[src/design/hsv_pkg.sv]
// Shared widths and the divider lane record of the RGB to HSV converter.
// No dependencies.
package hsv_pkg;

  localparam int CH_W       = 8;   // channel and result width
  localparam int M_W        = 11;  // sector numerator / 60, below 6*chroma
  localparam int SAT_REM_W  = 16;  // 255 * chroma
  localparam int HUE_REM_W  = 17;  // 85 * numerator
  localparam int HUE_DIV_W  = CH_W + 1; // 2 * chroma
  localparam int DIV_STEPS  = CH_W;     // one quotient bit per stage

  typedef struct packed {
    logic [SAT_REM_W-1:0] sat_rem;
    logic [CH_W-1:0]      sat_div;
    logic [CH_W-1:0]      sat_q;
    logic [HUE_REM_W-1:0] hue_rem;
    logic [HUE_DIV_W-1:0] hue_div;
    logic [CH_W-1:0]      hue_q;
    logic [CH_W-1:0]      bright;
  } div_lane_t;

endpackage

[src/design/hsv_ifs.sv]
// Valid/ready channel interfaces for pixels in and HSV results out.
// Depends on hsv_pkg.
interface hsv_rgb_if;
  import hsv_pkg::*;
  logic            valid;
  logic            ready;
  logic [CH_W-1:0] red;
  logic [CH_W-1:0] green;
  logic [CH_W-1:0] blue;
  modport source (output valid, red, green, blue, input ready);
  modport sink   (input valid, red, green, blue, output ready);
endinterface

interface hsv_res_if;
  import hsv_pkg::*;
  logic            valid;
  logic            ready;
  logic [CH_W-1:0] hue;
  logic [CH_W-1:0] saturation;
  logic [CH_W-1:0] brightness;
  modport source (output valid, hue, saturation, brightness, input ready);
  modport sink   (input valid, hue, saturation, brightness, output ready);
endinterface

[src/design/hsv_front.sv]
// Front end: max/min and sector pick, then chroma, numerators and divisors.
// Two register stages; depends on hsv_pkg.
module hsv_front (
  input  logic                     clk,
  input  logic                     rst_n,
  input  logic                     in_valid,
  output logic                     in_ready,
  input  logic [hsv_pkg::CH_W-1:0] in_red,
  input  logic [hsv_pkg::CH_W-1:0] in_green,
  input  logic [hsv_pkg::CH_W-1:0] in_blue,
  output logic                     out_valid,
  input  logic                     out_ready,
  output hsv_pkg::div_lane_t       out_lane
);
  import hsv_pkg::*;

  typedef enum logic [1:0] {SEC_RED, SEC_GREEN, SEC_BLUE} sector_t;

  logic [CH_W-1:0] r_r, g_r, b_r, mx_r, mn_r;
  sector_t         sec_r;
  logic            v1_r, v2_r;
  logic            rdy1, rdy2;

  logic [CH_W-1:0] mx_nxt, mn_nxt;
  sector_t         sec_nxt;

  logic [CH_W-1:0] chroma;
  logic [M_W-1:0]  m_num;
  div_lane_t       lane_nxt, lane_r;

  assign rdy2     = !v2_r || out_ready;
  assign rdy1     = !v1_r || rdy2;
  // Take no request while reset is held
  assign in_ready = rdy1 && rst_n;

  // Stage 1: largest and smallest channel; blue wins ties over green, green over red
  always_comb begin
    mx_nxt = in_red;
    mn_nxt = in_red;
    if (in_green > mx_nxt) mx_nxt = in_green;
    if (in_blue  > mx_nxt) mx_nxt = in_blue;
    if (in_green < mn_nxt) mn_nxt = in_green;
    if (in_blue  < mn_nxt) mn_nxt = in_blue;
    if (mx_nxt == in_blue)       sec_nxt = SEC_BLUE;
    else if (mx_nxt == in_green) sec_nxt = SEC_GREEN;
    else                         sec_nxt = SEC_RED;
  end

  // Stage 2: numerator over 60 (wraps modulo 2^M_W, final value is non-negative)
  always_comb begin
    chroma = mx_r - mn_r;
    case (sec_r)
      SEC_BLUE:  m_num = (M_W'(chroma) << 2) + M_W'(r_r) - M_W'(g_r);
      SEC_GREEN: m_num = (M_W'(chroma) << 1) + M_W'(b_r) - M_W'(r_r);
      SEC_RED: begin
        if (g_r >= b_r) m_num = M_W'(g_r) - M_W'(b_r);
        else            m_num = M_W'(chroma) * M_W'(6) + M_W'(g_r) - M_W'(b_r);
      end
      default:   m_num = '0;
    endcase
    // 255*C/mx, and 255*60*M/(360*C) = 85*M/(2*C)
    lane_nxt.sat_rem = (SAT_REM_W'(chroma) << 8) - SAT_REM_W'(chroma);
    lane_nxt.sat_div = (mx_r == '0) ? CH_W'(1) : mx_r;
    lane_nxt.sat_q   = '0;
    lane_nxt.hue_rem = (HUE_REM_W'(m_num) << 6) + (HUE_REM_W'(m_num) << 4)
                     + (HUE_REM_W'(m_num) << 2) + HUE_REM_W'(m_num);
    lane_nxt.hue_div = (chroma == '0) ? HUE_DIV_W'(1) : {chroma, 1'b0};
    lane_nxt.hue_q   = '0;
    lane_nxt.bright  = mx_r;
  end

  always_ff @(posedge clk) begin
    if (!rst_n) begin
      v1_r <= 1'b0;
      v2_r <= 1'b0;
    end else begin
      if (rdy1) v1_r <= in_valid;
      if (rdy2) v2_r <= v1_r;
    end
    if (rdy1 && in_valid) begin
      r_r   <= in_red;
      g_r   <= in_green;
      b_r   <= in_blue;
      mx_r  <= mx_nxt;
      mn_r  <= mn_nxt;
      sec_r <= sec_nxt;
    end
    if (rdy2 && v1_r) lane_r <= lane_nxt;
  end

  assign out_valid = v2_r;
  assign out_lane  = lane_r;

endmodule

[src/design/hsv_div.sv]
// Pipelined restoring divider: one quotient bit of saturation and hue per stage.
// Depends on hsv_pkg.
module hsv_div (
  input  logic               clk,
  input  logic               rst_n,
  input  logic               in_valid,
  output logic               in_ready,
  input  hsv_pkg::div_lane_t in_lane,
  output logic               out_valid,
  input  logic               out_ready,
  output hsv_pkg::div_lane_t out_lane
);
  import hsv_pkg::*;

  div_lane_t chain [0:DIV_STEPS];
  logic      chain_v [0:DIV_STEPS];
  logic      chain_rdy [0:DIV_STEPS];

  assign chain[0]             = in_lane;
  assign chain_v[0]           = in_valid;
  assign chain_rdy[DIV_STEPS] = out_ready;
  assign in_ready             = chain_rdy[0];

  for (genvar s = 0; s < DIV_STEPS; s++) begin : g_step
    localparam int QB = DIV_STEPS - 1 - s;

    div_lane_t            lane_r, lane_nxt;
    logic                 v_r;
    logic [SAT_REM_W-1:0] sat_cmp;
    logic [HUE_REM_W-1:0] hue_cmp;

    assign sat_cmp      = SAT_REM_W'(chain[s].sat_div) << QB;
    assign hue_cmp      = HUE_REM_W'(chain[s].hue_div) << QB;
    assign chain_rdy[s] = !v_r || chain_rdy[s+1];

    always_comb begin
      lane_nxt = chain[s];
      if (chain[s].sat_rem >= sat_cmp) begin
        lane_nxt.sat_rem   = chain[s].sat_rem - sat_cmp;
        lane_nxt.sat_q[QB] = 1'b1;
      end
      if (chain[s].hue_rem >= hue_cmp) begin
        lane_nxt.hue_rem   = chain[s].hue_rem - hue_cmp;
        lane_nxt.hue_q[QB] = 1'b1;
      end
    end

    always_ff @(posedge clk) begin
      if (!rst_n) begin
        v_r <= 1'b0;
      end else if (chain_rdy[s]) begin
        v_r <= chain_v[s];
      end
      if (chain_rdy[s] && chain_v[s]) lane_r <= lane_nxt;
    end

    assign chain[s+1]   = lane_r;
    assign chain_v[s+1] = v_r;
  end

  assign out_valid = chain_v[DIV_STEPS];
  assign out_lane  = chain[DIV_STEPS];

endmodule

[src/design/rgb_to_hsv_pixel.sv]
// Top level of the 8-bit RGB to HSV pixel converter.
// Depends on hsv_pkg, hsv_ifs, hsv_front and hsv_div.
//
//   channel   dir  handshake           payload
//   in_pix    in   valid / ready       red, green, blue (8 bits each)
//   out_pix   out  valid / ready       hue, saturation, brightness (8 bits each)
//
// Throughput: one pixel per clock while the output is not blocked. The path
// from request to result runs through two front stages and then eight restoring
// divider stages, each of which resolves one quotient bit of saturation and of hue.
// Reset clears the valid bits only and holds the input off; the block takes a
// request in the first cycle after reset.
// Stalls: a stage holds its request while the next one is full and blocked;
// empty stages still advance, so bubbles close up and the input keeps taking
// requests while a finished result waits at the output, until every stage is full.
module rgb_to_hsv_pixel (
  input  logic        clk,
  input  logic        rst_n,
  hsv_rgb_if.sink     in_pix,
  hsv_res_if.source   out_pix
);
  import hsv_pkg::*;

  // Front to divider hand-off
  logic      mid_valid;
  logic      mid_ready;
  div_lane_t mid_lane;
  div_lane_t res_lane;

  // Max/min, sector and numerators
  hsv_front u_front (
    .clk       (clk),
    .rst_n     (rst_n),
    .in_valid  (in_pix.valid),
    .in_ready  (in_pix.ready),
    .in_red    (in_pix.red),
    .in_green  (in_pix.green),
    .in_blue   (in_pix.blue),
    .out_valid (mid_valid),
    .out_ready (mid_ready),
    .out_lane  (mid_lane)
  );

  // Both quotients, one bit per stage; the last stage is the output register
  hsv_div u_div (
    .clk       (clk),
    .rst_n     (rst_n),
    .in_valid  (mid_valid),
    .in_ready  (mid_ready),
    .in_lane   (mid_lane),
    .out_valid (out_pix.valid),
    .out_ready (out_pix.ready),
    .out_lane  (res_lane)
  );

  assign out_pix.hue        = res_lane.hue_q;
  assign out_pix.saturation = res_lane.sat_q;
  assign out_pix.brightness = res_lane.bright;

endmodule

[src/flat_wrapper.sv]
// flat-port wrapper written by rule: the top's interface ports become plain ports
module rgb_to_hsv_pixel_flat import hsv_pkg::*;
  (clk, rst_n, in_pix_valid, in_pix_red, in_pix_green, in_pix_blue, in_pix_ready, out_pix_valid, out_pix_hue, out_pix_saturation, out_pix_brightness, out_pix_ready);
  hsv_rgb_if in_pix_i ();
  hsv_res_if out_pix_i ();
  input  logic clk;
  input  logic rst_n;
  input wire logic [$bits(in_pix_i.valid)-1:0] in_pix_valid;
  input wire logic [$bits(in_pix_i.red)-1:0] in_pix_red;
  input wire logic [$bits(in_pix_i.green)-1:0] in_pix_green;
  input wire logic [$bits(in_pix_i.blue)-1:0] in_pix_blue;
  output wire logic [$bits(in_pix_i.ready)-1:0] in_pix_ready;
  output wire logic [$bits(out_pix_i.valid)-1:0] out_pix_valid;
  output wire logic [$bits(out_pix_i.hue)-1:0] out_pix_hue;
  output wire logic [$bits(out_pix_i.saturation)-1:0] out_pix_saturation;
  output wire logic [$bits(out_pix_i.brightness)-1:0] out_pix_brightness;
  input wire logic [$bits(out_pix_i.ready)-1:0] out_pix_ready;
  assign in_pix_i.valid = in_pix_valid;
  assign in_pix_i.red = in_pix_red;
  assign in_pix_i.green = in_pix_green;
  assign in_pix_i.blue = in_pix_blue;
  assign in_pix_ready = in_pix_i.ready;
  assign out_pix_valid = out_pix_i.valid;
  assign out_pix_hue = out_pix_i.hue;
  assign out_pix_saturation = out_pix_i.saturation;
  assign out_pix_brightness = out_pix_i.brightness;
  assign out_pix_i.ready = out_pix_ready;
  rgb_to_hsv_pixel u_core (.clk(clk), .rst_n(rst_n), .in_pix(in_pix_i), .out_pix(out_pix_i));
endmodule
[config.mk]
export PLATFORM = sky130hd
export DESIGN_NAME = rgb_to_hsv_pixel_flat
export DESIGN_NICKNAME = d
export VERILOG_FILES = /design/src/design/hsv_pkg.sv /design/src/design/hsv_ifs.sv /design/src/design/hsv_front.sv /design/src/design/hsv_div.sv /design/src/design/rgb_to_hsv_pixel.sv /design/src/flat_wrapper.sv
export SDC_FILE = /design/constraint.sdc
export NUM_CORES = 1
export LEC_CHECK = 0
export ABC_AREA = 1
export ABC_CLOCK_PERIOD_IN_PS = 7650
export BUFFER_PORTS_ARGS = -buffer_cell sky130_fd_sc_hd__clkbuf_2
export CAP_MARGIN = 25
export CORE_MARGIN = 4
export CORE_UTILIZATION = 50
export DETAILED_ROUTE_END_ITERATION = 12
export PLACE_DENSITY = 0.66
export SLEW_MARGIN = 20
export SYNTH_ARGS = -nofsm -noshare
export SYNTH_HDL_FRONTEND = slang
export SYNTH_SLANG_ARGS = --single-unit
[constraint.sdc]
create_clock -name clk -period 7.65 [get_ports clk]
set_input_delay 1.53 -clock clk [delete_from_list [all_inputs] [get_ports clk]]
set_output_delay 1.53 -clock clk [all_outputs]
set_load 0.03 [all_outputs]
; After elaboration in Yosys (flattened, before gate mapping)
; Cells that the tools add are included.
[word_totals]
regBits = 596
inputBits = 28
output_inout_bits = 26
[classes]
addsub = 26
mul = 1
n_lt_le_gt_ge = 21
eq_ne = 4
muxes = 22
n_reduce_logical = 34
[ops]
columns = operator, count
row1 = 17-bit two-way mux, 7
row2 = 16-bit two-way mux, 7
row3 = 11-bit case mux with 3 select lines, 1
row4 = 8-bit two-way mux, 4
row5 = 11-bit by 8-bit subtractor with 11-bit output, 2
row6 = 17-bit by 11-bit adder with 17-bit output, 1
row7 = 17-bit by 13-bit adder with 17-bit output, 1
row8 = 17-bit by 15-bit adder with 17-bit output, 1
row9 = 17-bit by 10-bit >= comparator with 1-bit output, 1
row10 = 17-bit by 11-bit >= comparator with 1-bit output, 1
row11 = 17-bit by 12-bit >= comparator with 1-bit output, 1
row12 = 17-bit by 13-bit >= comparator with 1-bit output, 1
row13 = 17-bit by 14-bit >= comparator with 1-bit output, 1
row14 = 17-bit by 15-bit >= comparator with 1-bit output, 1
row15 = 17-bit by 16-bit >= comparator with 1-bit output, 1
row16 = 17-bit by 9-bit >= comparator with 1-bit output, 1
row17 = 17-bit by 10-bit subtractor with 17-bit output, 1
row18 = 17-bit by 11-bit subtractor with 17-bit output, 1
row19 = 17-bit by 12-bit subtractor with 17-bit output, 1
row20 = 17-bit by 13-bit subtractor with 17-bit output, 1
row21 = 17-bit by 14-bit subtractor with 17-bit output, 1
row22 = 17-bit by 15-bit subtractor with 17-bit output, 1
row23 = 17-bit by 16-bit subtractor with 17-bit output, 1
row24 = 8-bit == test, 2
row25 = other kinds (35), 67

; Depth between registers and ports, before layout
[logic_depth]
ltp_word = 12
mapped_depth = 45

; Hierarchy
; From an unflattened synthesis, not the netlist that was laid out.
[hier_totals]
hier_cells = 4294
hier_area_um2 = 40020.9
[by_module_without_submodules]
columns = module, instances, cells_each, area_each_um2
row1 = hsv_div, 1, 3296, 31212.4
row2 = hsv_front, 1, 998, 8808.4

; Worst setup path after synthesis
; Ideal clock, no wire load.
[synth_timing]
kind = register to register
from = register u_core.u_front.mn_r[0]
to = register u_core.u_front.lane_r (netlist bit u_core.u_front.out_lane[41]) (data pin)
setup_ps = 249
arrival_ps = 6455
t_required_ps = 7401
setup_slack_ps = 946
path_stages_with_launch = 41
path_cell_list = edfxtp_1 ha_1 fa_1 xnor2_1 ha_1 a21oi_1 nand2_1 nand3_1 nand2_1 xor2_1 fa_1 ha_1 nand2_1 inv_1 nand4_1 o211ai_1 xnor2_1 nand2_1 [5 not listed] fa_1 ha_1 nand2_1 o21ai_0 a21oi_1 nor2_1 o21ai_0 nand2_1 nand2_1 nand2_1 a21oi_1 inv_1 nand2_1 nand2_1 inv_1 nand2_1 nand2_1 inv_1
[synth_rtl]
columns = item, line_no
row1 = "start, declared", hsv_front.sv:19  ; logic [CH_W-1:0] r_r, g_r, b_r, mx_r, mn_r;
row2 = "start signal, assigned", hsv_front.sv:85  ; mn_r <= mn_nxt;
row3 = "end signal, assigned", hsv_front.sv:88  ; if (rdy2 && v1_r) lane_r <= lane_nxt;
row4 = "end, declared", hsv_front.sv:29  ; div_lane_t lane_nxt, lane_r;

==> flow_metrics.env <==
export IMPL_status="complete, no violations"
export IMPL_fin_skew_ns=0.0239
export IMPL_period_minus_slack_ns=7.03
export IMPL_start_util_pct=50.5
export IMPL_hold_class="register to register"
export IMPL_drive_gt1_share_pct=8.29
export IMPL_max_freq_mhz=142
export IMPL_postCtsHoldBufs=0
export IMPL_vias=19900
export IMPL_synth_compound_area_share_pct=8.63
export IMPL_crit_family="adder cells"
export IMPL_cpMostUsedCell="nand2_1"
export IMPL_crit_fanout=5
export IMPL_final_fill_count=5365
export IMPL_synth_fp_nets=3233
export IMPL_drv_slew=0
export IMPL_finalCritPeriodShare_pct=91.9
export IMPL_routed_wl_microns=58500
export IMPL_vias_per_cell=5.13
export IMPL_critPathRequiredTime_ns=8.00
export IMPL_diodes=0
export IMPL_pwr_share_comb_pct=46.6
export IMPL_tightestPinTransition_ns=0.947
export IMPL_synthCells=2909
export IMPL_hold_ws_ns=0.407
export IMPL_final_setup_tns_ns=0
export IMPL_swShare_pct=38.1
export IMPL_area_delta_synth_final_pct=10.2
export IMPL_grt_overflow=0
export IMPL_cts_tree="done"
export IMPL_worstPathArrival_ns=7.38
export IMPL_drt_iter0_markers=956
export IMPL_synth_edff_count=586
export IMPL_synth_top_cell_area_share_pct=55.2
export IMPL_syn_area_sq_um=31900
export IMPL_grt_pass1_vias=20400
export IMPL_setup_viol_count_final=0
export IMPL_p_sw_mw=5.07
export IMPL_antenna_found_initial=0
export IMPL_dp_slack_ns=0.344
export IMPL_critPathKind="register to register"
export IMPL_worstSkewPairLatency_ns=0.60
export IMPL_num_nets_final=3317
export IMPL_cts_sinks=596
export IMPL_ys_ff_latch=596
export IMPL_hpwlAfterDp_microns=45700
export IMPL_synthMuxAreaShare_pct=0.0314
export IMPL_maxSlewHeadroom_pct=36.7
export IMPL_vdd_drop_max_v=0.000476
export IMPL_clock_path_buffers=3
export IMPL_async_flop_share_pct=0
export IMPL_ys_top_cells_by_area="edfxtp_1 (55%), ha_1 (9.5%), nand2_1 (5.1%), inv_1 (5.0%), fa_1 (3.3%)"
export IMPL_hold_violations=0
export IMPL_cts_buffers=66
export IMPL_dieArea_sq_um=67900
export IMPL_first_pass_iters=7
export IMPL_port_buffers=53
export IMPL_final_core_util_pct=55.7
export IMPL_synth_xor_xnor_area_share_pct=4.45
export IMPL_post_synth_and_or_nand_nor_area_fraction_pct=12.0
export IMPL_synth_cell_types=70
export IMPL_power_frac_clock_pct=22.1
export IMPL_grt_setup_unrepaired="false"
export IMPL_row_count=92
export IMPL_antenna_left=0
export IMPL_drc=0
export IMPL_grt_max_degree=73
export IMPL_avgSynthCellArea_sq_um=11.0
export IMPL_setup_slack_ns=0.618
export IMPL_die_height_microns=260
export IMPL_coreArea_sq_um=63100
export IMPL_crit_path_start_kind="register"
export IMPL_seq_power_share_pct=31.4
export IMPL_die_w_microns=260
export IMPL_synth_fa_ha_area_share_pct=12.9
export IMPL_cp_end_kind="register"
export IMPL_synth_yosys_seq_area_share_pct=55.8
export IMPL_grt_usage_pct=17.6
export IMPL_synth_top_family_by_area="adder cells"
export IMPL_cp_slowest_cell="fa_2"
export IMPL_gp_congestion=0.893
export IMPL_cts_max_level=3
export IMPL_pwr_density_cell_nw_per_um2=379
export IMPL_grt_pass1_wl_microns=97400
export IMPL_max_cap_violations=0
export IMPL_p_int_mw=8.24
export IMPL_synth_flop_cell="edfxtp_1"
export IMPL_power_leakage_nw=14.3
export IMPL_synth_top_area_cell="edfxtp_1"
export IMPL_ys_warn_count=0
export IMPL_wire_per_inst_microns=15.0
export IMPL_io_pins=54
export IMPL_path_buf_inv=5
export IMPL_cpPeakStageDelay_ns=0.58
export IMPL_cts_root_buf="clkbuf_16"
export IMPL_path_clk_slew_ns=0.06
-- cells by family after synthesis --
kind of cell | count (synthesis)
and+or+nand+nor | 878
DFF | 596
buffers and inverters | 496
AOI/OAI and AO/OA | 480
adders and majority gates | 296
xor gates and xnor gates | 162
muxes | 1
-- sequential cells by signal (all words and copies together) (netlist names) --
signal / count
u_core.u_front.b_r: 8
u_core.u_front.out_valid: 1
u_core.u_front.mx_r: 8
u_core.u_div.out_valid: 1
u_core.u_div.g_step.v_r: 7
u_core.u_front.r_r: 8
u_core.u_front.g_r: 8
u_core.u_div.out_lane: 24
u_core.u_front.v1_r: 1
u_core.u_front.sec_r: 2
u_core.u_front.out_lane: 58
u_core.u_div.chain: 462
u_core.u_front.mn_r: 8
-- cell usage after synthesis (3+ instances only) --
| master | number |
|---|---|
| o21bai_1 | 8 |
| nand2_2 | 12 |
| buf_4 | 25 |
| xnor2_1 | 63 |
| nand4_1 | 29 |
| o211ai_1 | 19 |
| buf_2 | 10 |
| nor2_4 | 3 |
| inv_2 | 13 |
| or4_1 | 5 |
| nand3_1 | 99 |
| a31oi_1 | 6 |
| o31ai_1 | 5 |
| nand3_2 | 5 |
| inv_1 | 427 |
| nor4_1 | 21 |
| dfxtp_1 | 10 |
| clkbuf_1 | 16 |
| nand3b_1 | 7 |
| a21oi_1 | 197 |
| o211ai_2 | 4 |
| o21ai_0 | 155 |
| nor3_1 | 28 |
| or2_2 | 5 |
| o221ai_1 | 5 |
| o21ai_2 | 8 |
| a21o_1 | 8 |
| a21boi_0 | 4 |
| nand2_1 | 430 |
| ha_1 | 243 |
| xor2_1 | 99 |
| edfxtp_1 | 586 |
| o21a_1 | 7 |
| nor2_2 | 10 |
| a211oi_1 | 4 |
| nor2_1 | 210 |
| o21ai_1 | 23 |
| fa_1 | 53 |
-- routing by layer --
metal | share of wire [%] | track usage (%) | vias up
met5 | 0 | 0 | -
met4 | 4.1 | 7.28 | 0
met3 | 3.3 | 2.87 | 132
met2 | 52 | 33.0 | 340
met1 | 40 | 19.8 | 9281
li1 | - | - | 10200
-- path summary, 6_finish.rpt --
check / startpoint / cells past startpoint / slack (ns) / endpoint
worst min register to register: u_core.u_div.chain[153]$_DFFE_PP_ / 0 / 0.41 / u_core.u_div.chain[79]$_DFFE_PP_
worst max register to register: u_core.u_front.mx_r[0]$_DFFE_PP_ / 37 / 0.62 / u_core.u_front.out_lane[41]$_DFFE_PP_
worst min-delay path: u_core.u_div.chain[153]$_DFFE_PP_ / 0 / 0.41 / u_core.u_div.chain[79]$_DFFE_PP_
worst max-delay path: u_core.u_front.mx_r[0]$_DFFE_PP_ / 37 / 0.62 / u_core.u_front.out_lane[41]$_DFFE_PP_
-- metrics by stage --
stage          total power, mW  cell area (sq um)  cells
4_1_cts                   13.4              35100   3885
3_5_place_dp              10.4              33000   3770
2_1_floorplan             9.02              31900   2909
6_report                  13.3              35100   3886
5_1_grt                   14.6              35100   3886
3_3_place_gp              10.4              33000   3769
-- power groups by stage --
| stage | Clock (mW) | Sequential (mW) | Combinational (mW) |
|---|---|---|---|
| global placement | 0 | 4.24 | 6.15 |
| detailed placement | 0 | 4.24 | 6.18 |
| global route | 3.17 | 4.19 | 7.22 |
| floorplan | 0 | 4.19 | 4.82 |
| finish | 2.94 | 4.17 | 6.20 |
| CTS | 3.03 | 4.17 | 6.24 |
-- cell usage in the layout (no fill, tap or decap), types with 11 or more instances in the layout --
master,netlist,routed
fa_1,53,52
o211ai_1,19,19
buf_4,25,17
nor2_2,10,11
o21ai_1,23,23
a21oi_1,197,197
clkbuf_1,16,14
xnor2_1,63,62
nand2_1,430,429
nor4_1,21,21
edfxtp_1,586,586
clkbuf_2,1,53
clkinv_1,2,13
nor3_1,28,28
inv_1,427,423
nand4_1,29,29
clkbuf_16,0,67
o21ai_0,155,155
ha_1,243,243
nand2_2,12,13
nand3_1,99,97
xor2_1,99,98
inv_2,13,17
nor2_1,210,205
-- cell type report --
cell class	instances	area [sq um]	share of cell area, %
Clock buffer	81	1730	4.92
Multi-Input combinational cell	1817	12200	34.7
Clock inverter	34	309	0.880
Tap cell	846	1060	3.01
Sequential cell	596	17800	50.7
Inverter	442	1660	4.72
Timing Repair Buffer	70	393	1.12
-- timing repair --
item	CTS	global route
resized for setup	0	9
endpoints found under the hold margin	0	0
endpoints found under the setup margin	0	2
buffers inserted	0	1
(Power assumes the default switching activity.)
